**src/design/unreachable_node_tracker_defines.svh**
```systemverilog
// Assertion macros shared by the tracker RTL.
// Included by files that carry concurrent checks; expects clk and rst_n in scope.
`ifndef UNREACHABLE_NODE_TRACKER_DEFINES_SVH
`define UNREACHABLE_NODE_TRACKER_DEFINES_SVH

// Check that is masked while reset is held.
`define UNT_ASSERT(label, prop, msg) \
  label: assert property (@(posedge clk) disable iff (!rst_n) prop) else $error(msg);

// Check that also holds during reset.
`define UNT_ASSERT_ALWAYS(label, prop, msg) \
  label: assert property (@(posedge clk) prop) else $error(msg);

`endif

```
**src/design/unt_pkg.sv**
```systemverilog
// Shared types and constants for the unreachable node tracker.
// No dependencies; used by unt_cell, unt_scan and the top level.
package unt_pkg;

  localparam int KEY_W  = 256;
  localparam int TIME_W = 32;

  localparam logic [TIME_W-1:0] GRACE_RESET = 32'd7200;  // 120 minutes

  typedef enum logic [1:0] {
    OP_RECORD = 2'd0,
    OP_EXPIRE = 2'd1,
    OP_MARK   = 2'd2,
    OP_NEXT   = 2'd3
  } op_t;

  typedef enum logic [2:0] {
    WR_NONE,
    WR_INSERT,
    WR_TOUCH,
    WR_REMOVE,
    WR_MARK
  } wr_op_t;

  typedef enum logic [1:0] {
    ST_IDLE,
    ST_SCAN,
    ST_ACT
  } state_t;

  typedef struct packed {
    logic              valid;
    logic [KEY_W-1:0]  key;
    logic [TIME_W-1:0] fail_since;
    logic [TIME_W-1:0] probed_at;
    logic              reported;
  } entry_t;

  // Broadcast to every cell: rotate the ring or apply one indexed write.
  typedef struct packed {
    logic              shift;
    wr_op_t            op;
    logic [KEY_W-1:0]  key;
    logic [TIME_W-1:0] now;
  } cell_cmd_t;

  typedef struct packed {
    logic clear;
    logic step;
  } scan_ctl_t;

  typedef struct packed {
    logic              match_hit;
    logic              match_rep;
    logic [TIME_W-1:0] match_ff;
    logic              free_hit;
    logic              best_hit;
    logic [KEY_W-1:0]  best_key;
  } scan_res_t;

endpackage

```
**src/design/unt_cell.sv**
```systemverilog
// One table slot of the tracker ring: holds an entry, rotates it to the next
// cell during a scan and takes indexed writes. Depends on unt_pkg.
module unt_cell #(
  parameter int IDX_W    = 6,
  parameter int CELL_IDX = 0
) (
  input  logic                 clk,
  input  logic                 rst_n,
  input  unt_pkg::cell_cmd_t   cmd,
  input  logic [IDX_W-1:0]     wr_idx,
  input  unt_pkg::entry_t      nbr,
  output unt_pkg::entry_t      ent
);

  logic                         valid_r, valid_nxt;
  logic [unt_pkg::KEY_W-1:0]    key_r, key_nxt;
  logic [unt_pkg::TIME_W-1:0]   ff_r, ff_nxt;
  logic [unt_pkg::TIME_W-1:0]   lt_r, lt_nxt;
  logic                         rep_r, rep_nxt;
  logic                         sel;

  assign sel = (wr_idx == IDX_W'(CELL_IDX));

  always_comb begin
    valid_nxt = valid_r;
    key_nxt   = key_r;
    ff_nxt    = ff_r;
    lt_nxt    = lt_r;
    rep_nxt   = rep_r;
    if (cmd.shift) begin
      valid_nxt = nbr.valid;
      key_nxt   = nbr.key;
      ff_nxt    = nbr.fail_since;
      lt_nxt    = nbr.probed_at;
      rep_nxt   = nbr.reported;
    end else if (sel) begin
      unique case (cmd.op)
        unt_pkg::WR_INSERT: begin
          valid_nxt = 1'b1;
          key_nxt   = cmd.key;
          ff_nxt    = cmd.now;
          lt_nxt    = cmd.now;
          rep_nxt   = 1'b0;
        end
        unt_pkg::WR_TOUCH:  lt_nxt    = cmd.now;
        unt_pkg::WR_REMOVE: valid_nxt = 1'b0;
        unt_pkg::WR_MARK:   rep_nxt   = 1'b1;
        unt_pkg::WR_NONE:   ;
        default:            ;
      endcase
    end
  end

  always_ff @(posedge clk) begin
    if (!rst_n) begin
      valid_r <= 1'b0;
    end else begin
      valid_r <= valid_nxt;
    end
  end

  always_ff @(posedge clk) begin
    key_r <= key_nxt;
    ff_r  <= ff_nxt;
    lt_r  <= lt_nxt;
    rep_r <= rep_nxt;
  end

  assign ent.valid      = valid_r;
  assign ent.key        = key_r;
  assign ent.fail_since = ff_r;
  assign ent.probed_at  = lt_r;
  assign ent.reported   = rep_r;

endmodule

```
**config.mk**
```make
export PLATFORM = sky130hd
export DESIGN_NAME = unt_cell
export DESIGN_NICKNAME = d
export VERILOG_FILES = /design/src/design/unreachable_node_tracker_defines.svh /design/src/design/unt_pkg.sv /design/src/design/unt_cell.sv
export SDC_FILE = /design/constraint.sdc
export NUM_CORES = 1
export LEC_CHECK = 0
export ABC_AREA = 0
export BUFFER_PORTS_ARGS = -buffer_cell sky130_fd_sc_hd__buf_4
export CORE_AREA = 2 2 365 367
export DETAILED_ROUTE_END_ITERATION = 7
export DIE_AREA = 0 0 367 369
export HOLD_SLACK_MARGIN = 0.12
export SYNTH_ARGS = -nofsm -noshare
export SYNTH_HDL_FRONTEND = slang
export SYNTH_SLANG_ARGS = --single-unit
```
**constraint.sdc**
```tcl
create_clock -name clk -period 14.9 [get_ports clk]
set_clock_uncertainty 0.1 [all_clocks]
set_input_delay 1.49 -clock clk [delete_from_list [all_inputs] [get_ports clk]]
set_output_delay 1.49 -clock clk [all_outputs]
set_load 0.01 [all_outputs]
```
==> results_dict.tcl <==
set metrics [dict create \
    syn_nets 1422 \
    die-width_um 367 \
    path_clk_slew_ps 60 \
    drtIter0Drc 769 \
    max-cap-violations 0 \
    cts.path.max_buffers 3 \
    async_flop_share_pct 0 \
    cts_resized 0 \
    max_freq_mhz 221 \
    seqPwrFrac_pct 43.5 \
    swShare_pct 24.2 \
    yosysMostFrequentCell "edfxtp_1" \
    cp_slowest_stage_delay_ps 860 \
    postCtsSetupRepairBufs 0 \
    highest_layer "met5" \
    synth_area_um2 14700 \
    status "completed" \
    pin_count 944 \
    rsz0062_at_grt "false" \
    route.met2.wl_um 40800 \
    grtUsageTotal_pct 13.0 \
    synth_enable_flop_cells 321 \
    switching_power_mw 0.631 \
    die_height_um 369 \
    crit_path_max_fanout 74 \
    startpoint_type "primary input" \
    drv_slew 0 \
    yosysTopAreaCellShare_pct 65.5 \
    grt_pass1_vias 11100 \
    cts_hold_buf 0 \
    core_um2 131000 \
    grt_pass1_wl_um 115000 \
    die_area_um2 135000 \
    synthCells 800 \
    relSlewSlack_pct 29.0 \
    grt_remaining_overflow 0 \
    setup_viol 0 \
    layout-drive-gt1-share_pct 71.3 \
    fin_setup_tns_ps 0 \
    endpoint_kind "flop" \
    grt_max_degree 107 \
    cts_sinks 322 \
    drt-met1-wl_um 40400 \
    routed_wl_um 92800 \
    dpl.hpwl_um 81200 \
    ys.flop_type "edfxtp_1" \
    wl_met3_um 9460 \
    ys_top_cells_by_count "edfxtp_1, mux2_4, nand2_1" \
    io_buffers 943 \
    critical_path.slowest_cell "buf_4" \
    cts_tree "done" \
    firstDrtPassIters 5 \
    ys_warn_count 0 \
    powerDensity_nw_per_um2 104 \
    final_area_um2 24900 \
    ir_drop_uv 68.2 \
    required_ps 14990 \
    fin_cells 3538 \
    synth-seq-cells 322 \
    clkPwrFrac_pct 37.6 \
    finalHoldWorstSlack_ps 494 \
    p_leak_nw 10.9 \
    via_count 11200 \
    drt-vias-per-instance 3.17 \
    fillers 14300 \
    cp.arrival_ps 4610 \
    avgSynthCellArea_um2 18.4 \
    critPathKind "in -> reg" \
    place_area_um2 23700 \
    combPwrFrac_pct 18.9 \
    ys_seq_area_share_pct 65.6 \
    gp_congestion 0.898 \
    fin_nets 2373 \
    critical_path.cell_chain "buf_4, nor4_4, nand2_1, o21bai_4, buf_4, buf_4, buf_4" \
    ant_nets 0 \
    dp_cells 3466 \
    clock_latency_ps 580 \
    cp_common_cell "buf_4" \
    hp-class "reg -> reg" \
    total_power_mw 2.60 \
    hold_viol_final 0 \
    ys_types 23 \
    synth_area_leaders "edfxtp_1, mux2_4, nand2_1" \
    cts-root-buf "clkbuf_16" \
    initial_utilization_pct 11.2 \
    worst_slew_pin_slew_ps 1070 \
    synth_top_cell_by_area "edfxtp_1" \
    grt_antenna_before_repair 57 \
    remaining_drc_errors 0 \
    p_int_mw 1.97 \
    syn_to_final_growth_pct 69.5 \
    layout_worst_path_cycle_share_pct 30.4 \
    std_cell_rows 133 \
    min_period_ps 4530 \
    numCtsBuffers 38 \
    cp_num_buf_inv 4 \
    crit_family "buffers and inverters" \
    htree_levels 2 \
    wl_per_cell_um 26.2 \
]
[registers in the layout, indices dropped and copies added, names as in the netlist]
register	flops
key_r	256
valid_r	1
rep_r	1
lt_r	32
ff_r	32
[logic make-up (layout without fill, tap and decap cells)]
family          after synthesis  count (layout)  share of synthesized area, %
flops                       322             322                          65.6
mux                         256             256                          25.7
simple gates                172             172                          5.23
buf+inv                      42            1021                          2.97
compound gates                6               6                         0.323
xor+xnor                      2               2                         0.119
other cells                   0               4                             0
[power by group through the flow]
stage | sequential (mW) | combinational (mW) | clock [mW]
3_3_place_gp | 1.15 | 0.491 | 0
6_report | 1.13 | 0.492 | 0.979
4_1_cts | 1.13 | 0.497 | 1.02
5_1_grt | 1.14 | 0.519 | 1.04
2_1_floorplan | 1.19 | 0.142 | 0
3_5_place_dp | 1.15 | 0.497 | 0
[placed cells by master (no fill, tap or decap), drive strengths merged]
cell type    n
a31o         2
clkbuf      50
o31ai        1
nand3        1
xnor2        2
bufinv       5
nor4b        1
clkinv      11
o21bai       1
buf        953
nor4         1
dfxtp        1
mux2       256
clkinvlp     2
a21oi        1
edfxtp     321
o21ai        1
nor2         4
nand2b      33
and3         1
nand2      131
diode        4
[cell type report]
class,instances,area (um^2),area share [%]
sequential,322,9660,38.7
timing repair buffer,953,7170,28.8
multi-input combinational,436,4630,18.6
tap,1755,2200,8.80
clock buffer,50,1060,4.25
clock inverter,18,213,0.853
antenna,4,10.0,0.0401
[routing by layer]
| layer | global-route usage [%] | vias to the layer above |
|---|---|---|
| li1 | - | 4903 |
| met1 | 17.2 | 5413 |
| met2 | 19.9 | 704 |
| met3 | 5.43 | 166 |
| met4 | 2.36 | 40 |
| met5 | 0 | - |
[worst paths after layout]
check          endpoint      start  cells after the start  slack (ps)
max reg2reg     valid_r    valid_r                      2       14100
min             valid_r    valid_r                      2         490
min reg2reg     valid_r    valid_r                      2         490
max          key_r[147]  wr_idx[1]                      7       10370
[per-stage QoR]
step | setup slack [ps] | util, %
CTS | 10440 | 19.0
floorplan | 4870 | -
detailed placement | 9800 | 18.0
finish | 10370 | 19.0
global route | 10230 | 19.0
global placement | 9840 | 18.0
[worst min-delay path: cells and delay by family (launching register included)]
family	cells	cell delay [ps]
AO/OA/AOI/OAI	2	230
flip-flops	1	320
Power figures use the tool's default switching activity.
