### src/design/unreachable_node_tracker_defines.svh
// Assertion macros shared by the tracker RTL.
// Included by files that carry concurrent checks; expects clk and rst_n in scope.
`ifndef UNREACHABLE_NODE_TRACKER_DEFINES_SVH
`define UNREACHABLE_NODE_TRACKER_DEFINES_SVH

// Check that is masked while reset is held.
`define UNT_ASSERT(label, prop, msg) \
  label: assert property (@(posedge clk) disable iff (!rst_n) prop) else $error(msg);

// Check that also holds during reset.
`define UNT_ASSERT_ALWAYS(label, prop, msg) \
  label: assert property (@(posedge clk) prop) else $error(msg);

`endif

### src/design/unt_pkg.sv
// Shared types and constants for the unreachable node tracker.
// No dependencies; used by unt_cell, unt_scan and the top level.
package unt_pkg;

  localparam int KEY_W  = 256;
  localparam int TIME_W = 32;

  localparam logic [TIME_W-1:0] GRACE_RESET = 32'd7200;  // 120 minutes

  typedef enum logic [1:0] {
    OP_RECORD = 2'd0,
    OP_EXPIRE = 2'd1,
    OP_MARK   = 2'd2,
    OP_NEXT   = 2'd3
  } op_t;

  typedef enum logic [2:0] {
    WR_NONE,
    WR_INSERT,
    WR_TOUCH,
    WR_REMOVE,
    WR_MARK
  } wr_op_t;

  typedef enum logic [1:0] {
    ST_IDLE,
    ST_SCAN,
    ST_ACT
  } state_t;

  typedef struct packed {
    logic              valid;
    logic [KEY_W-1:0]  key;
    logic [TIME_W-1:0] fail_since;
    logic [TIME_W-1:0] probed_at;
    logic              reported;
  } entry_t;

  // Broadcast to every cell: rotate the ring or apply one indexed write.
  typedef struct packed {
    logic              shift;
    wr_op_t            op;
    logic [KEY_W-1:0]  key;
    logic [TIME_W-1:0] now;
  } cell_cmd_t;

  typedef struct packed {
    logic clear;
    logic step;
  } scan_ctl_t;

  typedef struct packed {
    logic              match_hit;
    logic              match_rep;
    logic [TIME_W-1:0] match_ff;
    logic              free_hit;
    logic              best_hit;
    logic [KEY_W-1:0]  best_key;
  } scan_res_t;

endpackage

### src/design/unt_scan.sv
// Scan unit at the head of the ring: looks at one slot per cycle and keeps
// the key match, the lowest free slot and the oldest entry. Depends on unt_pkg.
module unt_scan #(
  parameter int IDX_W = 6
) (
  input  logic                        clk,
  input  logic                        rst_n,
  input  unt_pkg::scan_ctl_t          ctl,
  input  logic [IDX_W-1:0]            idx,
  input  unt_pkg::entry_t             head,
  input  logic [unt_pkg::KEY_W-1:0]   req_key,
  output unt_pkg::scan_res_t          res,
  output logic [IDX_W-1:0]            match_idx,
  output logic [IDX_W-1:0]            free_idx
);

  logic                         match_hit_r, match_hit_nxt;
  logic                         free_hit_r, free_hit_nxt;
  logic                         best_hit_r, best_hit_nxt;
  logic [IDX_W-1:0]             match_idx_r, match_idx_nxt;
  logic [IDX_W-1:0]             free_idx_r, free_idx_nxt;
  logic                         match_rep_r, match_rep_nxt;
  logic [unt_pkg::TIME_W-1:0]   match_ff_r, match_ff_nxt;
  logic [unt_pkg::TIME_W-1:0]   best_time_r, best_time_nxt;
  logic [unt_pkg::KEY_W-1:0]    best_key_r, best_key_nxt;
  logic                         hit, older;

  assign hit   = head.valid && (head.key == req_key);
  assign older = head.valid && (!best_hit_r || (head.probed_at < best_time_r));

  always_comb begin
    match_hit_nxt = match_hit_r;
    free_hit_nxt  = free_hit_r;
    best_hit_nxt  = best_hit_r;
    match_idx_nxt = match_idx_r;
    free_idx_nxt  = free_idx_r;
    match_rep_nxt = match_rep_r;
    match_ff_nxt  = match_ff_r;
    best_time_nxt = best_time_r;
    best_key_nxt  = best_key_r;
    if (ctl.clear) begin
      match_hit_nxt = 1'b0;
      free_hit_nxt  = 1'b0;
      best_hit_nxt  = 1'b0;
    end else if (ctl.step) begin
      // keep the first hit and the first hole; strict compare keeps the lowest slot
      if (hit && !match_hit_r) begin
        match_hit_nxt = 1'b1;
        match_idx_nxt = idx;
        match_rep_nxt = head.reported;
        match_ff_nxt  = head.fail_since;
      end
      if (!head.valid && !free_hit_r) begin
        free_hit_nxt = 1'b1;
        free_idx_nxt = idx;
      end
      if (older) begin
        best_hit_nxt  = 1'b1;
        best_time_nxt = head.probed_at;
        best_key_nxt  = head.key;
      end
    end
  end

  always_ff @(posedge clk) begin
    if (!rst_n) begin
      match_hit_r <= 1'b0;
      free_hit_r  <= 1'b0;
      best_hit_r  <= 1'b0;
    end else begin
      match_hit_r <= match_hit_nxt;
      free_hit_r  <= free_hit_nxt;
      best_hit_r  <= best_hit_nxt;
    end
  end

  always_ff @(posedge clk) begin
    match_idx_r <= match_idx_nxt;
    free_idx_r  <= free_idx_nxt;
    match_rep_r <= match_rep_nxt;
    match_ff_r  <= match_ff_nxt;
    best_time_r <= best_time_nxt;
    best_key_r  <= best_key_nxt;
  end

  assign res.match_hit = match_hit_r;
  assign res.match_rep = match_rep_r;
  assign res.match_ff  = match_ff_r;
  assign res.free_hit  = free_hit_r;
  assign res.best_hit  = best_hit_r;
  assign res.best_key  = best_key_r;
  assign match_idx     = match_idx_r;
  assign free_idx      = free_idx_r;

endmodule

### config.mk
export PLATFORM = sky130hd
export DESIGN_NAME = unt_scan
export DESIGN_NICKNAME = d
export VERILOG_FILES = /design/src/design/unreachable_node_tracker_defines.svh /design/src/design/unt_pkg.sv /design/src/design/unt_scan.sv
export SDC_FILE = /design/constraint.sdc
export NUM_CORES = 1
export LEC_CHECK = 0
export BUFFER_PORTS_ARGS = -buffer_cell sky130_fd_sc_hd__buf_2
export CAP_MARGIN = 20
export CELL_PAD_IN_SITES_DETAIL_PLACEMENT = 1
export CELL_PAD_IN_SITES_GLOBAL_PLACEMENT = 1
export CORE_AREA = 2 2 346 348
export CTS_BUF_LIST = sky130_fd_sc_hd__clkbuf_4 sky130_fd_sc_hd__clkbuf_8
export CTS_CLUSTER_DIAMETER = 40
export CTS_CLUSTER_SIZE = 28
export DETAILED_ROUTE_END_ITERATION = 16
export DIE_AREA = 0 0 348 350
export PLACE_DENSITY_LB_ADDON = 0.05
export SLEW_MARGIN = 30
export SYNTH_ARGS = -nofsm -noshare
export SYNTH_HDL_FRONTEND = slang
export SYNTH_SLANG_ARGS = --single-unit
### constraint.sdc
create_clock -name clk -period 30.4 [get_ports clk]
set_input_delay 6.08 -clock clk [delete_from_list [all_inputs] [get_ports clk]]
set_output_delay 6.08 -clock clk [all_outputs]
set_load 0.01 [all_outputs]
==> qor.csv <==
stage,metric,value,unit
die,start_util,12.0,%
synthesis,synthCells,925,
synthesis,synth_seq_cells,336,
clock_tree,clock_path_buffers,3,
clock_tree,cts_tree,done,
setup_path,cp_slowest_cell,buf_4,
drt,drt_first_iter_violations,437,
setup_path,path_buf_inv,3,
die,io_pins,892,
clock_tree,worstSkewPairLatency,0.74,ns
clock_tree,cts_sinks,336,
setup_path,cp_top_family,buffers and inverters,
synthesis,syn_area_per_cell,15.3,µm²
timing,slew_violations,0,
finish,fin_nets,2548,
synthesis,yosysSeqAreaShare,71.2,%
place,io_buffers,891,
power,power.leakage,9.71,nW
timing,rsz0062_at_grt,false,
setup_path,rr_endpoint,best_key_r[145]$_DFFE_PP_,
die,die_h,350,µm
power,pwr_density_cell,62.5,nW/µm²
timing,setup_viol,0,
setup_path,path_max_fanout,56,
timing,finClkSkew,0.0442,ns
setup_path,crit_cells,11,
synthesis,synth_enable_flop_cells,333,
setup_path,setup.worst_path.start,head[6],
timing,tightest_slew,1.02,ns
drt,avgRoutedWirePerCell,25.3,µm
place,post_dp_cell_area,20600,µm²
synthesis,ys.flop_type,edfxtp_1,
setup_path,crit_path_end_kind,register,
setup_path,r2r_start,best_time_r[5]$_DFFE_PP_,
timing,slew_headroom,31.8,%
drt,vias,12200,
place,dpl.cell_count,3358,
global_routing,grt_pass1_wl,116000,µm
global_routing,grt_max_degree,59,
clock_tree,ctsHoldBuffers,0,
setup_path,rr_worst_depth,11,
synthesis,syn_area,14100,µm²
die,num_rows,126,
die,die_area,122000,µm²
clock_tree,clkTransAtPathRegs,0.05,ns
global_routing,antenna_found_initial,74,
drt,routed_wl,90200,µm
timing,fmax,108,MHz
timing,tns,0,ns
drt,drt_pre_antenna_iters,4,
clock_tree,numCtsBuffers,105,
place,dpl.hpwl,77800,µm
synthesis,yosys_warnings,0,
global_routing,gr-total-overflow,0,
finish,fill_cells,13500,
die,coreArea,118000,µm²
drt,drc,0,
clock_tree,ctsRootBufferMaster,clkbuf_8,
clock_tree,cts_setup_buffers,0,
setup_path,critPathMaxStageDelay,0.74,ns
timing,post-route-period-util,30.4,%
clock_tree,postCtsResizedCells,0,
setup_path,cp_cell_sequence,buf_2 -> ha_1 -> a21o_1 -> a21o_1 -> a21oi_1 -> o31ai_1 -> a21oi_1 -> o221ai_1 -> a31oi_4 -> buf_4 -> buf_4,
die,chipWidth,348,µm
setup_path,critical_path_class,in -> reg,
drt,viasPerCell,3.43,
timing,finalHoldViolations,0,
setup_path,crit_end,best_key_r[145]$_DFFE_PP_,
finish,fin_area,23000,µm²
setup_path,arrival,9.59,ns
synthesis,synth_cell_types,40,
synthesis,synth_nets,1544,
setup_path,worst-r2r-setup-slack,26.27,ns
worst_hold_path,min_path_type,reg -> reg,
clock_tree,h-tree-depth,3,
place,gp_congestion,0.795,
power,ir_drop,0.0000286,V
finish,drive_gt1_share,53.8,%
setup_path,cp.required,30.74,ns
global_routing,grt_pass1_vias,13500,
timing,min_period,9.25,ns
finish,finalNonFillerCells,3569,
run_status,status,finished clean,
worst_hold_path,hold_start,free_hit_r$_SDFFE_PP0P_,
setup_path,cp-start-kind,primary input,
drt,postRouteAntennaNets,0,
flow_run,drv_cap,0,
synthesis,async_reset_ff_share,0,%
finish,area_delta_synth_final,63.0,%
global_routing,groute.usage.overall,14.3,%
[power by group]
| group | internal [mW] | total (mW) | switching (mW) |
|---|---|---|---|
| logic | 0.0575 | 0.137 | 0.0795 |
| clock network | 0.492 | 0.775 | 0.283 |
| registers | 0.525 | 0.527 | 0.00263 |
[cell usage after synthesis (2+ instances only)]
cell type | instances | share of area, %
edfxtp_1 | 333 | 71
inv_1 | 130 | 3.5
xnor2_1 | 92 | 5.7
xor2_1 | 56 | 3.5
nand4_1 | 36 | 1.6
nor4_1 | 35 | 1.5
o22ai_1 | 34 | 1.5
ha_1 | 31 | 2.7
nand2b_1 | 30 | 1.3
a22o_1 | 18 | 1.1
nor2b_1 | 18 | 0.80
o2bb2ai_1 | 14 | 0.87
a21oi_1 | 10 | 0.35
a21o_1 | 9 | 0.48
o2111ai_1 | 9 | 0.56
nor2_1 | 8 | 0.21
nand2_1 | 7 | 0.19
a2111oi_0 | 5 | 0.31
o21ai_0 | 5 | 0.18
a2111o_1 | 4 | 0.32
a22oi_1 | 4 | 0.21
buf_4 | 4 | 0.21
a211oi_1 | 3 | 0.16
a221o_1 | 3 | 0.21
dfxtp_1 | 3 | 0.43
nand3_1 | 3 | 0.11
a2111oi_2 | 2 | 0.21
a221oi_1 | 2 | 0.12
and4_1 | 2 | 0.12
inv_2 | 2 | 0.053
nor3_1 | 2 | 0.071
o221ai_1 | 2 | 0.12
or4_1 | 2 | 0.11
[stage by stage]
step / power [mW] / setup WS, ns / hold slack [ns] / util [%]
floorplan: 0.591 / 7.29 / 0.446 / -
global placement: 0.679 / 20.13 / 0.487 / 17.5
detailed placement: 0.679 / 20.24 / 0.489 / 17.5
CTS: 1.48 / 21.05 / 0.499 / 19.5
global route: 1.51 / 20.91 / 0.537 / 19.5
finish: 1.44 / 21.15 / 0.493 / 19.6
[cell families (layout without fill, tap and decap cells)]
family                   after synthesis  count (layout)  synth area share [%]
AO/OA/AOI/OAI                        127             127                  6.89
XOR/XNOR                             148             148                  9.17
adder cells (fa/ha/maj)               31              31                  2.74
buffers and inverters                137            1229                  3.75
flip-flops                           336             336                  71.2
other                                  0              16                     0
AND/OR/NAND/NOR                      146             146                  6.26
[worst min-delay path: stages (launching register included)]
cell     delay, ns
dfxtp_1       0.34
a21oi_1       0.05
nor2_1        0.07
[flip-flops by register name (all words and copies together) (netlist names)]
| register | flops |
|---|---|
| match_ff_r | 32 |
| match_idx | 6 |
| match_rep_r | 1 |
| match_hit_r | 1 |
| best_time_r | 32 |
| best_key_r | 256 |
| best_hit_r | 1 |
| free_idx | 6 |
| free_hit_r | 1 |
[worst min path at each step]
stage | endpoint | slack (ns) | cells past startpoint
floorplan | match_hit_r$_SDFFE_PP0P_ | 0.45 | 2
global placement | free_hit_r$_SDFFE_PP0P_ | 0.49 | 2
detailed placement | free_hit_r$_SDFFE_PP0P_ | 0.49 | 2
CTS | match_hit_r$_SDFFE_PP0P_ | 0.50 | 2
global route | free_hit_r$_SDFFE_PP0P_ | 0.54 | 2
finish | free_hit_r$_SDFFE_PP0P_ | 0.49 | 2
[cell type report]
type,count,area [µm²],share of cell area (%)
Sequential cell,336,10100,43.7
Timing Repair Buffer,901,4530,19.7
Multi-Input combinational cell,452,3580,15.5
Tap cell,1536,1920,8.34
Clock buffer,123,1590,6.89
Clock inverter,72,813,3.53
Inverter,133,499,2.17
Antenna cell,16,40.0,0.174
[metal layers]
metal,part of all wire (%),global-route usage [%],up-vias
li1,-,-,5556
met1,35,14.4,5766
met2,52,26.2,606
met3,9.4,6.26,239
met4,2.8,4.63,66
met5,0.44,0,-
[cell usage in the layout, fill, tap and decap left out, types with 3 or more instances in the layout]
cell type,n
clkbuf_8,106
nand2b_1,30
xnor2_1,92
a2111o_1,4
nand4_1,36
a221o_1,3
xor2_1,56
clkinv_1,22
clkinv_2,23
a211oi_1,3
nand2_1,7
a21o_1,9
nor4_1,33
clkbuf_4,17
o21ai_0,5
buf_4,9
bufinv_16,17
o2111ai_1,9
a21oi_1,10
inv_1,130
nor2b_1,18
edfxtp_1,333
clkinvlp_4,6
buf_2,892
o22ai_1,34
nor2_1,7
a22oi_1,4
diode_2,16
o2bb2ai_1,14
a22o_1,18
nand3_1,3
ha_1,31
a2111oi_0,3
dfxtp_1,3
Note: power is estimated with default switching activity, not from simulation.
